<file path="config.mk">
export PLATFORM = sky130hd
export DESIGN_NAME = magnetometer_auto_gain_filter_top
export DESIGN_NICKNAME = d
export VERILOG_FILES = /design/src/design/mag_agf_pkg.sv /design/src/design/mag_agf_cfg.sv /design/src/design/mag_agf_state.sv /design/src/design/mag_agf_update.sv /design/src/design/magnetometer_auto_gain_filter_top.sv
export SDC_FILE = /design/constraint.sdc
export NUM_CORES = 1
export LEC_CHECK = 0
export BUFFER_PORTS_ARGS = -buffer_cell sky130_fd_sc_hd__buf_2
export CORE_ASPECT_RATIO = 0.75
export CORE_MARGIN = 3
export CORE_UTILIZATION = 34
export DETAILED_ROUTE_END_ITERATION = 8
export GPL_ROUTABILITY_DRIVEN = 0
export PLACE_DENSITY_LB_ADDON = 0.1
export SYNTH_ARGS = -nofsm -noshare
export SYNTH_HDL_FRONTEND = slang
export SYNTH_SLANG_ARGS = --single-unit
</file>
<file path="constraint.sdc">
create_clock -name aclk -period 14.1 [get_ports aclk]
set_clock_uncertainty 0.1 [all_clocks]
set_input_delay 2.82 -clock aclk [delete_from_list [all_inputs] [get_ports aclk]]
set_output_delay 2.82 -clock aclk [all_outputs]
set_load 0.05 [all_outputs]
</file>
<file path="src/design/mag_agf_pkg.sv">
// Shared types, constants and helpers for the magnetometer auto-gain filter.
// No dependencies; every module of the block imports this package.
`timescale 1ns / 1ps

package mag_agf_pkg;

    // Number of sensor channels with their own filter state.
    localparam int CHANNELS = 2;
    localparam int IDX_W    = (CHANNELS > 1) ? $clog2(CHANNELS) : 1;

    // Field widths.
    localparam int SAMPLE_W = 10;
    localparam int GAIN_W   = 7;
    localparam int MOVE_W   = 2;
    localparam int AVG_W    = 14;
    localparam int ACT_W    = 15;
    localparam int CFG_IDX_W  = 2;
    localparam int CFG_DATA_W = 10;

    // Configuration register indexes.
    localparam logic [CFG_IDX_W-1:0] REG_UPPER_LIMIT = 2'd0;
    localparam logic [CFG_IDX_W-1:0] REG_LOWER_LIMIT = 2'd1;
    localparam logic [CFG_IDX_W-1:0] REG_GAIN_MAX    = 2'd2;

    // Configuration reset values.
    localparam logic [SAMPLE_W-1:0] UPPER_LIMIT_RST = 10'd793;
    localparam logic [SAMPLE_W-1:0] LOWER_LIMIT_RST = 10'd230;
    localparam logic [GAIN_W-1:0]   GAIN_MAX_RST    = 7'd100;

    // Per-channel state reset value of the gain step.
    localparam logic [GAIN_W-1:0] GAIN_RST = 7'd50;

    // Saturation limits.
    localparam logic [AVG_W-1:0] AVG_MAX = 14'h3fff;
    localparam logic [ACT_W-1:0] ACT_MAX = 15'h7fff;

    // Gain move codes.
    localparam logic [MOVE_W-1:0] MOVE_HOLD  = 2'd0;
    localparam logic [MOVE_W-1:0] MOVE_RAISE = 2'd1;
    localparam logic [MOVE_W-1:0] MOVE_LOWER = 2'd2;

    // Configuration register set.
    typedef struct packed {
        logic [SAMPLE_W-1:0] upper_limit;
        logic [SAMPLE_W-1:0] lower_limit;
        logic [GAIN_W-1:0]   gain_max;
    } cfg_t;

    // Filter state of one channel.
    typedef struct packed {
        logic [GAIN_W-1:0] gain;
        logic [AVG_W-1:0]  fast;
        logic [AVG_W-1:0]  slow;
        logic [ACT_W-1:0]  act;
    } chan_state_t;

    // Map the incoming channel number onto a state index (wraps modulo CHANNELS).
    function automatic logic [IDX_W-1:0] chan_index(input logic sel);
        if (CHANNELS == 1) begin
            return '0;
        end else begin
            return IDX_W'(sel);
        end
    endfunction

endpackage

</file>
<file path="src/design/mag_agf_cfg.sv">
// Configuration register file of the magnetometer auto-gain filter.
// Depends on mag_agf_pkg for register indexes, reset values and cfg_t.
`timescale 1ns / 1ps

module mag_agf_cfg (
    input  logic                               aclk,
    input  logic                               aresetn,
    input  logic                               wr_en,
    input  logic [mag_agf_pkg::CFG_IDX_W-1:0]  wr_index,
    input  logic [mag_agf_pkg::CFG_DATA_W-1:0] wr_data,
    output mag_agf_pkg::cfg_t                  cfg
);
    import mag_agf_pkg::*;

    cfg_t cfg_reg;

    // Register writes; an index beyond the list is ignored.
    always_ff @(posedge aclk) begin
        if (!aresetn) begin
            cfg_reg.upper_limit <= UPPER_LIMIT_RST;
            cfg_reg.lower_limit <= LOWER_LIMIT_RST;
            cfg_reg.gain_max    <= GAIN_MAX_RST;
        end else if (wr_en) begin
            unique case (wr_index)
                REG_UPPER_LIMIT: cfg_reg.upper_limit <= wr_data[SAMPLE_W-1:0];
                REG_LOWER_LIMIT: cfg_reg.lower_limit <= wr_data[SAMPLE_W-1:0];
                REG_GAIN_MAX:    cfg_reg.gain_max    <= wr_data[GAIN_W-1:0];
                default: ;
            endcase
        end
    end

    assign cfg = cfg_reg;

endmodule

</file>
<file path="src/design/mag_agf_state.sv">
// Per-channel filter state store of the magnetometer auto-gain filter.
// Depends on mag_agf_pkg for chan_state_t and the channel count.
`timescale 1ns / 1ps

module mag_agf_state (
    input  logic                          aclk,
    input  logic                          aresetn,
    input  logic [mag_agf_pkg::IDX_W-1:0] rd_idx,
    output mag_agf_pkg::chan_state_t      rd_state,
    input  logic                          wr_en,
    input  logic [mag_agf_pkg::IDX_W-1:0] wr_idx,
    input  mag_agf_pkg::chan_state_t      wr_state
);
    import mag_agf_pkg::*;

    chan_state_t state_reg [CHANNELS];

    // State update for the channel of the item leaving the input register.
    always_ff @(posedge aclk) begin
        if (!aresetn) begin
            for (int i = 0; i < CHANNELS; i++) begin
                state_reg[i].gain <= GAIN_RST;
                state_reg[i].fast <= '0;
                state_reg[i].slow <= '0;
                state_reg[i].act  <= '0;
            end
        end else if (wr_en) begin
            state_reg[wr_idx] <= wr_state;
        end
    end

    assign rd_state = state_reg[rd_idx];

endmodule

</file>
<file path="src/design/mag_agf_update.sv">
// Per-item update logic: gain stepping, cascaded leaky averages and activity envelope.
// Depends on mag_agf_pkg for cfg_t, chan_state_t, limits and move codes.
`timescale 1ns / 1ps

module mag_agf_update (
    input  mag_agf_pkg::cfg_t                   cfg,
    input  logic [mag_agf_pkg::SAMPLE_W-1:0]    sample,
    input  mag_agf_pkg::chan_state_t            cur,
    output mag_agf_pkg::chan_state_t            nxt,
    output logic [mag_agf_pkg::MOVE_W-1:0]      move
);
    import mag_agf_pkg::*;

    logic [GAIN_W-1:0] gain_new;
    logic [AVG_W:0]   fast_sum;
    logic [AVG_W-1:0] fast_new;
    logic [AVG_W:0]   slow_sum;
    logic [AVG_W-1:0] slow_new;
    logic [AVG_W-1:0] diff;
    logic [ACT_W:0]   act_sum;
    logic [ACT_W-1:0] act_new;

    // Gain step: the raise test has priority over the lower test.
    always_comb begin
        gain_new = cur.gain;
        move     = MOVE_HOLD;
        priority if (sample > cfg.upper_limit && cur.gain < cfg.gain_max) begin
            gain_new = cur.gain + GAIN_W'(1);
            move     = MOVE_RAISE;
        end else if (sample < cfg.lower_limit && cur.gain != '0) begin
            gain_new = cur.gain - GAIN_W'(1);
            move     = MOVE_LOWER;
        end else begin
            gain_new = cur.gain;
            move     = MOVE_HOLD;
        end
    end

    // Fast average decays by 1/16 and adds the reading.
    assign fast_sum = {1'b0, cur.fast} - (AVG_W+1)'(cur.fast[AVG_W-1:4])
                      + (AVG_W+1)'(sample);
    assign fast_new = (fast_sum > (AVG_W+1)'(AVG_MAX)) ? AVG_MAX : fast_sum[AVG_W-1:0];

    // Slow average decays by 1/64 and adds the new fast average over 64.
    assign slow_sum = {1'b0, cur.slow} - (AVG_W+1)'(cur.slow[AVG_W-1:6])
                      + (AVG_W+1)'(fast_new[AVG_W-1:6]);
    assign slow_new = (slow_sum > (AVG_W+1)'(AVG_MAX)) ? AVG_MAX : slow_sum[AVG_W-1:0];

    // Activity decays by 1/128, adds a quarter of |fast - slow| and saturates.
    assign diff    = (fast_new >= slow_new) ? (fast_new - slow_new) : (slow_new - fast_new);
    assign act_sum = {1'b0, cur.act} - (ACT_W+1)'(cur.act[ACT_W-1:7])
                     + (ACT_W+1)'(diff[AVG_W-1:2]);
    assign act_new = (act_sum > (ACT_W+1)'(ACT_MAX)) ? ACT_MAX : act_sum[ACT_W-1:0];

    assign nxt = '{gain: gain_new, fast: fast_new, slow: slow_new, act: act_new};

endmodule

</file>
<file path="src/design/magnetometer_auto_gain_filter_top.sv">
// Top level of the magnetometer auto-gain filter.
// Depends on mag_agf_pkg, mag_agf_cfg, mag_agf_state and mag_agf_update.
`timescale 1ns / 1ps

// Usage:
// The s_ channel takes one item per reading: a channel number and a 10-bit
// sample. The m_ channel returns exactly one item per reading with the
// channel, its updated gain step, the gain move code, both leaky averages
// and the activity envelope. The cfg_ channel writes the upper limit,
// lower limit and gain maximum; it is always ready and should be used
// only while no items are in flight.
// Items pass the input register, then the result register, to the m_ ports.
// Throughput: one item per cycle unless the receiver stalls, set by the
// single update pass that reads and rewrites the channel state between
// the input and result registers; back-to-back items on the same channel
// see each other's updates.
// Reset (synchronous, aresetn low) restores the default limits, sets every
// gain step to 50 and clears all averages and envelopes; both registers empty.
// When the receiver stalls, the result register holds its item and the
// input register can still take one more item before s_ready drops.
module magnetometer_auto_gain_filter_top (
    input  logic                               aclk,
    input  logic                               aresetn,
    // Configuration write channel.
    input  logic                               cfg_valid,
    output logic                               cfg_ready,
    input  logic [mag_agf_pkg::CFG_IDX_W-1:0]  cfg_index,
    input  logic [mag_agf_pkg::CFG_DATA_W-1:0] cfg_data,
    // Input channel.
    input  logic                               s_valid,
    output logic                               s_ready,
    input  logic                               s_chan_sel,
    input  logic [mag_agf_pkg::SAMPLE_W-1:0]   s_sample,
    // Result channel.
    output logic                               m_valid,
    input  logic                               m_ready,
    output logic                               m_out_chan,
    output logic [mag_agf_pkg::GAIN_W-1:0]     m_gain_step,
    output logic [mag_agf_pkg::MOVE_W-1:0]     m_gain_move,
    output logic [mag_agf_pkg::AVG_W-1:0]      m_fast_avg,
    output logic [mag_agf_pkg::AVG_W-1:0]      m_slow_avg,
    output logic [mag_agf_pkg::ACT_W-1:0]      m_activity
);
    import mag_agf_pkg::*;

    cfg_t        cfg;
    chan_state_t cur_state;
    chan_state_t nxt_state;
    logic [MOVE_W-1:0] move;

    // Input register.
    logic                in_valid_reg;
    logic [IDX_W-1:0]    in_idx_reg;
    logic [SAMPLE_W-1:0] in_sample_reg;

    // Result register.
    logic              out_valid_reg;
    logic              out_chan_reg;
    chan_state_t       out_state_reg;
    logic [MOVE_W-1:0] out_move_reg;

    logic advance;
    logic s_accept;

    assign cfg_ready = 1'b1;

    mag_agf_cfg u_cfg (
        .aclk     (aclk),
        .aresetn  (aresetn),
        .wr_en    (cfg_valid),
        .wr_index (cfg_index),
        .wr_data  (cfg_data),
        .cfg      (cfg)
    );

    mag_agf_state u_state (
        .aclk     (aclk),
        .aresetn  (aresetn),
        .rd_idx   (in_idx_reg),
        .rd_state (cur_state),
        .wr_en    (advance),
        .wr_idx   (in_idx_reg),
        .wr_state (nxt_state)
    );

    mag_agf_update u_update (
        .cfg    (cfg),
        .sample (in_sample_reg),
        .cur    (cur_state),
        .nxt    (nxt_state),
        .move   (move)
    );

    // Handshake: the item in the input register moves on when the result
    // register is empty or being drained.
    assign advance  = in_valid_reg && (!out_valid_reg || m_ready);
    assign s_ready  = !in_valid_reg || advance;
    assign s_accept = s_valid && s_ready;

    // Input register control.
    always_ff @(posedge aclk) begin
        if (!aresetn) begin
            in_valid_reg <= 1'b0;
        end else if (s_ready) begin
            in_valid_reg <= s_valid;
        end
    end

    // Input register payload.
    always_ff @(posedge aclk) begin
        if (s_accept) begin
            in_idx_reg    <= chan_index(s_chan_sel);
            in_sample_reg <= s_sample;
        end
    end

    // Result register control.
    always_ff @(posedge aclk) begin
        if (!aresetn) begin
            out_valid_reg <= 1'b0;
        end else if (advance) begin
            out_valid_reg <= 1'b1;
        end else if (m_ready) begin
            out_valid_reg <= 1'b0;
        end
    end

    // Result register payload.
    always_ff @(posedge aclk) begin
        if (advance) begin
            out_chan_reg  <= in_idx_reg[0];
            out_state_reg <= nxt_state;
            out_move_reg  <= move;
        end
    end

    assign m_valid     = out_valid_reg;
    assign m_out_chan  = out_chan_reg;
    assign m_gain_step = out_state_reg.gain;
    assign m_gain_move = out_move_reg;
    assign m_fast_avg  = out_state_reg.fast;
    assign m_slow_avg  = out_state_reg.slow;
    assign m_activity  = out_state_reg.act;

endmodule

</file>
Word level (Yosys, flattened, before mapping)
Memory sizes are Yosys's and may differ from the RTL's. A register that Yosys moved wholly into a read port is not among the register bits. Index checks and enable logic that the tools add are counted.

Register bits: 93. Memory bits (writable): 100. Output and inout port bits: 56. Logic and storage cells: 65. Memories: 1.

Add/sub/neg operators: 10. Order comparisons: 7. Equal/unequal tests: 2. Mux-type cells: 17. Reductions and logical operators: 15.

Memory list: u_state.state_reg (depth 2, bits a word 50, read ports 1, clocked after memory_dff 1, wr ports 2, RTL line mag_agf_state.sv:16) `chan_state_t state_reg [CHANNELS];`.

Operator list (count): two-way mux 50 bit (1); OR reduction 50 bit (1); two-way mux 14 bit (3); greater-than comparator 15 x 14 -> 1 bit (second input constant) (2); subtractor 14 bit (2); adder 16 x 12 -> 16 bit (1); greater-than comparator 16 x 15 -> 1 bit (second input constant) (1); subtractor 15 x 8 -> 16 bit (1); adder 15 x 10 -> 15 bit (1); adder 15 x 8 -> 15 bit (1); two-way mux 15 bit (1); subtractor 14 x 10 -> 15 bit (1); subtractor 14 x 8 -> 15 bit (1); >= comparator 14 bit (1); two-way mux 7 bit (2); greater-than comparator 10 bit (1); less-than comparator 10 bit (1); two-way mux 1 bit (9); adder 7 x 1 -> 7 bit (second input constant) (1); less-than comparator 7 bit (1); nonzero test 7 bit (1); subtractor 7 x 1 -> 7 bit (second input constant) (1); AND reduction 2 bit (3); logical AND 1 bit (4); 7 further kinds (9).

Depth between registers and ports, before layout
Gate-level depths: netlist (run 1).

Word-level depth: 13. Mapped depth: 56. Gate-level depth less buffers: 50.

By module
From an unflattened synthesis (run 1), not the netlist that was laid out.

Cell total of the unflattened synthesis: 1229. Area total of the unflattened synthesis: 12817.3 um^2.

Modules (own cells, without submodules): mag_agf_update (times used 1, cells an instance 762, area an instance 5298.8 um^2, seq. area each 0.0 um^2); mag_agf_state (times used 1, cells an instance 279, area an instance 4361.7 um^2, seq. area each 3002.9 um^2); magnetometer_auto_gain_filter_top (times used 1, cells an instance 75, area an instance 2037.0 um^2, seq. area each 1961.9 um^2); mag_agf_cfg (times used 1, cells an instance 113, area an instance 1119.8 um^2, seq. area each 540.5 um^2).

Worst setup path after synthesis (run 1)
Ideal clock, no wire load.

Path kind: reg2reg. Start: register (tool-made name). End: memory u_state.state_reg[0][14] in the netlist's numbering (data pin). Data arrival time: 11812 ps. Data required time: 13735 ps. Slack: 1923 ps. Stages on the path, launching flop included: 53. Buffers on the path: 8. Cells stage by stage: dfxtp_1 clkbuf_8 clkbuf_1 buf_1 mux2i_1 inv_1 fa_1 inv_1 fa_1 a211oi_1 nor2_1 o221a_2 o21ai_1 and2_2 clkbuf_1 clkbuf_1 nor2_1 fa_1 [... 17 more ...] o2111ai_4 nand2_1 buf_2 mux2i_1 xor2_1 fa_1 inv_1 fa_1 a21o_1 a21oi_1 o21bai_1 a21oi_1 o21bai_1 a211o_1 a2111oi_0 o21bai_1 a21oi_1 nor2_1.

RTL lines (RTL line): end, declared (mag_agf_state.sv:16).

==> results of run 1 <==
worst min-delay path: cells and delay by family, from the launching register on:
family          cells  cell delay (ns)
compound gates      1             0.06
flops               1             0.31
simple gates        1             0.05
cell type report:
cell class,count,area (um2)
repair buffers,94,513
inverters,178,671
well taps,496,621
multi-input cells,851,6360
flip-flops and latches,194,5530
clock buffers,17,425
clock inverters,15,170
fillers,3627,22100
logic make-up after synthesis:
family	count (synthesis)	share of synthesized area, %
DFF	194	43.4
buffers and inverters	218	6.80
and+or+nand+nor	370	14.0
adders and majority gates	128	14.1
xor gates and xnor gates	44	3.03
other	1	0.0295
muxes	72	5.75
AOI/OAI and AO/OA	236	12.8
what timing repair did:
| item | 4_1_cts | 5_1_grt |
|---|---|---|
| setup endpoints to repair | 0 | 34 |
| gates resized for setup | 0 | 4 |
| hold buffers | 0 | 0 |
metal layers:
| metal | vias to the layer above | routed length (um) |
|---|---|---|
| met5 | - | 0 |
| met4 | 0 | 237 |
| met3 | 14 | 1090 |
| met2 | 147 | 13800 |
| met1 | 4350 | 18500 |
| li1 | 4518 | - |
through the flow:
step,hold slack [ns],cells,util (%)
after floorplan,0.343,1263,-
after global placement,0.355,1813,37.6
after detailed placement,0.362,1813,37.6
after CTS,0.373,1845,39.2
after global routing,0.389,1845,39.2
final,0.369,1845,39.2
path summary, 6_finish.rpt:
kind,endpoint,slack [ns],cells after the start
max,u_state.state_reg[0][14]$_SDFFCE_PN0P_,0.85,43
min,u_cfg.cfg[22]$_SDFFE_PN0P_,0.37,2
max reg2reg,u_state.state_reg[0][14]$_SDFFCE_PN0P_,0.85,43
min reg2reg,u_cfg.cfg[22]$_SDFFE_PN0P_,0.37,2
placed cells by master (no fill, tap or decap), types with 13 or more instances in the layout:
master | synthesis | routed
and2_1 | 32 | 31
inv_1 | 176 | 176
mux2i_1 | 64 | 64
dfxtp_1 | 30 | 29
nor2b_1 | 13 | 13
nand3_1 | 16 | 16
a21boi_0 | 17 | 17
clkbuf_16 | 0 | 17
xor2_1 | 16 | 15
o21ai_0 | 35 | 35
edfxtp_1 | 164 | 164
xnor2_1 | 28 | 28
ha_1 | 102 | 102
nor2_1 | 125 | 122
fa_1 | 26 | 26
nand2_1 | 90 | 88
o211ai_1 | 17 | 17
buf_2 | 2 | 82
o21a_1 | 15 | 15
a21o_1 | 26 | 26
nor3_1 | 19 | 19
a21oi_1 | 62 | 62
==> flow_summary.json, run 1 <==
{
  "nets": 1492,
  "slowest_stage": "or3_2",
  "path_max_fanout": 47,
  "hold_path.startpoint": "u_cfg.cfg[22]$_SDFFE_PN0P_",
  "synthArstFlopShare_pct": 0,
  "n_antenna_cell": 0,
  "root_buffer": "clkbuf_16",
  "status": "complete, no violations",
  "relSlewSlack_pct": 40.6,
  "grt_util_met3_pct": 2.73,
  "tightest_slew_ns": 0.889,
  "setup_viol": 0,
  "synth_edf_count": 164,
  "avgSynthCellArea_um2": 10.1,
  "synth.distinct_cells": 80,
  "drc": 0,
  "antenna_found_initial": 0,
  "rsz0062_at_grt": "false",
  "cts_setup_buffers": 0,
  "clk_pin_slew_ns": 0.08,
  "ios": 84,
  "placed_area_mm2": 0.0137,
  "first_global_vias": 8837,
  "htreeDepth": 4,
  "gr-total-overflow": 0,
  "die_area_mm2": 0.0398,
  "slew_viol_final": 0,
  "top_usage_layer": "met1",
  "cp-end-kind": "flip-flop",
  "rows": 60,
  "drtIter0Drc": 666,
  "drt_wl_total_um": 33700,
  "netlist.area_leader.share_pct": 38.7,
  "synth_ff_type": "edfxtp_1",
  "final.setup.tns_ns": 0,
  "fmax_mhz": 75.5,
  "ys_seq_area_share_pct": 43.4,
  "critPathLaunchType": "flip-flop",
  "fin_crit_sh_pct": 94.0,
  "final_antenna_net_count": 0,
  "via_per_inst": 4.89,
  "use_met1_pct": 27.3,
  "synth_nets": 1419,
  "firstDrtPassIters": 5,
  "hold_viol": 0,
  "grt_max_degree": 55,
  "crit_buf_inv": 4,
  "area_delta_synth_final_pct": 12.3,
  "synth_most_common_cell": "inv_1",
  "dp_hpwl_um": 24800,
  "setup_slack_ns": 0.852,
  "numCtsBuffers": 17,
  "fp.dieW_um": 229,
  "syn_inst": 1263,
  "hp-class": "flip-flop to flip-flop",
  "tritoncts": "done",
  "slowest_delay_ns": 0.69,
  "start_util_pct": 34.9,
  "largest_reg_flops": 100,
  "min_period_ns": 13.25,
  "drive_gt1_share_pct": 12.8,
  "cts_buffer_depth": 2,
  "drv_cap": 0,
  "path_class": "flip-flop to flip-flop",
  "grt_pass1_wl_um": 52600,
  "required_ns": 14.19,
  "dp_slack_ns": 0.836,
  "yosysTopAreaCell": "edfxtp_1",
  "final_area_mm2": 0.0143,
  "grtUsageTotal_pct": 17.1,
  "synthesis.area_mm2": 0.0127,
  "arrival_ns": 13.34,
  "cts.sinks": 194,
  "routedWlPerCell_um": 18.3,
  "synth_area_leaders": "edfxtp_1 39%, ha_1 10%, inv_1 5.2%, mux2i_1 5.0%, dfxtp_1 4.7%",
  "synth_common_cells": "176 x inv_1, 164 x edfxtp_1, 125 x nor2_1",
  "critPathTopFamily": "compound AO/OA/AOI/OAI gates",
  "ys_ff_latch": 194,
  "via_count": 9029,
  "port_buffers": 82,
  "global_route.usage.met2_pct": 24.3,
  "synth_warnings": 0,
  "die-height_um": 173,
  "clock_latency_ns": 0.46,
  "core-area_mm2": 0.0364
}
Power of run 1 is not shown: default switching activity piles up to over one toggle a cycle in this logic, so the estimate is an artifact.
==> inputs of run 2 (changes only) <==
==> constraint.sdc (replaced) <==
create_clock -name aclk -period 14.1 [get_ports aclk]
set_clock_uncertainty 0.1 [all_clocks]
set_input_delay 0 -clock aclk [delete_from_list [all_inputs] [get_ports aclk]]
set_output_delay 0 -clock aclk [all_outputs]
set_load 0.05 [all_outputs]
==> flow_summary.json, run 2 (same netlist as run 1, synthesis figures left out) <==
{
  "drv_cap": 0,
  "path_max_fanout": 47,
  "rsz0062_at_grt": "false",
  "area_delta_synth_final_pct": 15.0,
  "rows": 60,
  "cts.sinks": 194,
  "path_class": "flip-flop to flip-flop",
  "clock_latency_ns": 0.46,
  "n_antenna_cell": 0,
  "slowest_delay_ns": 0.69,
  "dp_slack_ns": 0.836,
  "root_buffer": "clkbuf_16",
  "critPathLaunchType": "flip-flop",
  "drtIter0Drc": 647,
  "r2r_slack_ns": 0.89,
  "htreeDepth": 4,
  "relSlewSlack_pct": 41.2,
  "tightest_slew_ns": 0.881,
  "grt_pass1_wl_um": 53400,
  "start_util_pct": 34.9,
  "arrival_ns": 13.30,
  "drive_gt1_share_pct": 12.5,
  "drc": 0,
  "tritoncts": "done",
  "drt_wl_total_um": 34000,
  "via_count": 9215,
  "slowest_stage": "or3_2",
  "status": "complete, no violations",
  "min_period_ns": 13.21,
  "setup_slack_ns": 0.894,
  "cp-endpoint": "u_state.state_reg[0][14]$_SDFFCE_PN0P_",
  "numCtsBuffers": 17,
  "final_antenna_net_count": 0,
  "nets": 1526,
  "grtUsageTotal_pct": 17.3,
  "cts_setup_buffers": 0,
  "cp-end-kind": "flip-flop",
  "final_common_cell": "inv_1",
  "fmax_mhz": 75.7,
  "routedWlPerCell_um": 18.1,
  "core-area_mm2": 0.0364,
  "largest_reg_flops": 100,
  "final.setup.tns_ns": 0,
  "clk_pin_slew_ns": 0.08,
  "first_global_vias": 9043,
  "fp.dieW_um": 229,
  "antenna_found_initial": 0,
  "layout_common_cells": "176 x inv_1, 164 x edfxtp_1, 122 x nor2_1",
  "firstDrtPassIters": 5,
  "die_area_mm2": 0.0398,
  "fillerInstances": 3603,
  "ios": 84,
  "fin_crit_sh_pct": 93.7,
  "hp-class": "primary input to flip-flop",
  "port_buffers": 82,
  "setup_viol": 0,
  "r2r-end": "u_state.state_reg[0][14]$_SDFFCE_PN0P_",
  "r2r_cells": 43,
  "required_ns": 14.19,
  "slew_viol_final": 0,
  "grt_max_degree": 55,
  "die-height_um": 173,
  "cts_buffer_depth": 2,
  "gr-total-overflow": 0,
  "dp_hpwl_um": 24800,
  "hold_viol": 0,
  "via_per_inst": 4.90
}
[run 2: layout make-up]
type | count | area (um2) | area share [%]
Clock buffer | 17 | 425 | 2.91
Clock inverter | 15 | 170 | 1.16
Tap cell | 496 | 621 | 4.24
Timing Repair Buffer | 128 | 853 | 5.83
Inverter | 178 | 671 | 4.59
Multi-Input combinational cell | 851 | 6360 | 43.5
Sequential cell | 194 | 5530 | 37.8
[run 2: critical path: cells and delay by family (launching register included)]
| family | cells | cell delay, ns |
|---|---|---|
| multiplexers | 2 | 0.68 |
| XOR/XNOR | 1 | 0.18 |
| buffers and inverters | 4 | 0.58 |
| AO/OA/AOI/OAI | 18 | 4.18 |
| adder cells (fa/ha/maj) | 7 | 3.00 |
| AND/OR/NAND/NOR | 11 | 3.75 |
| flip-flops | 1 | 0.40 |
[run 2: worst min path at each step]
stage	endpoint	slack, ns	from	cells after the start
2_1_floorplan	in_idx_reg$_DFFE_PP_	-0.001	s_chan_sel	0
3_3_place_gp	in_sample_reg[9]$_DFFE_PP_	0.08	s_sample[9]	1
3_5_place_dp	in_sample_reg[2]$_DFFE_PP_	0.08	s_sample[2]	1
4_1_cts	in_sample_reg[0]$_DFFE_PP_	0.13	s_sample[0]	2
5_1_grt	in_sample_reg[0]$_DFFE_PP_	0.15	s_sample[0]	2
6_report	in_sample_reg[0]$_DFFE_PP_	0.14	s_sample[0]	2
[run 2: layer usage]
layer	up-vias	track usage [%]	part of all wire (%)
met5	-	0	0
met2	145	24.7	41
met4	0	3.24	0.86
met1	4471	27.4	55
li1	4582	-	-
met3	17	2.73	3.1
[run 2: through the flow]
stage	std cells	utilization [%]	hold slack (ns)	cell area, um2
finish	1879	40.2	0.144	14600
global route	1879	40.2	0.146	14600
CTS	1879	40.1	0.128	14600
detailed placement	1813	37.6	0.0820	13700
global placement	1813	37.6	0.0776	13700
floorplan	1263	-	-0.00113	12700
[run 2: repair_timing]
action                     in CTS  in global routing
hold buffers                   34                  0
setup endpoints to repair       0                 34
hold endpoints to repair       41                  0
gates resized for setup         0                  4
Power of run 2 is left out for the same reason.
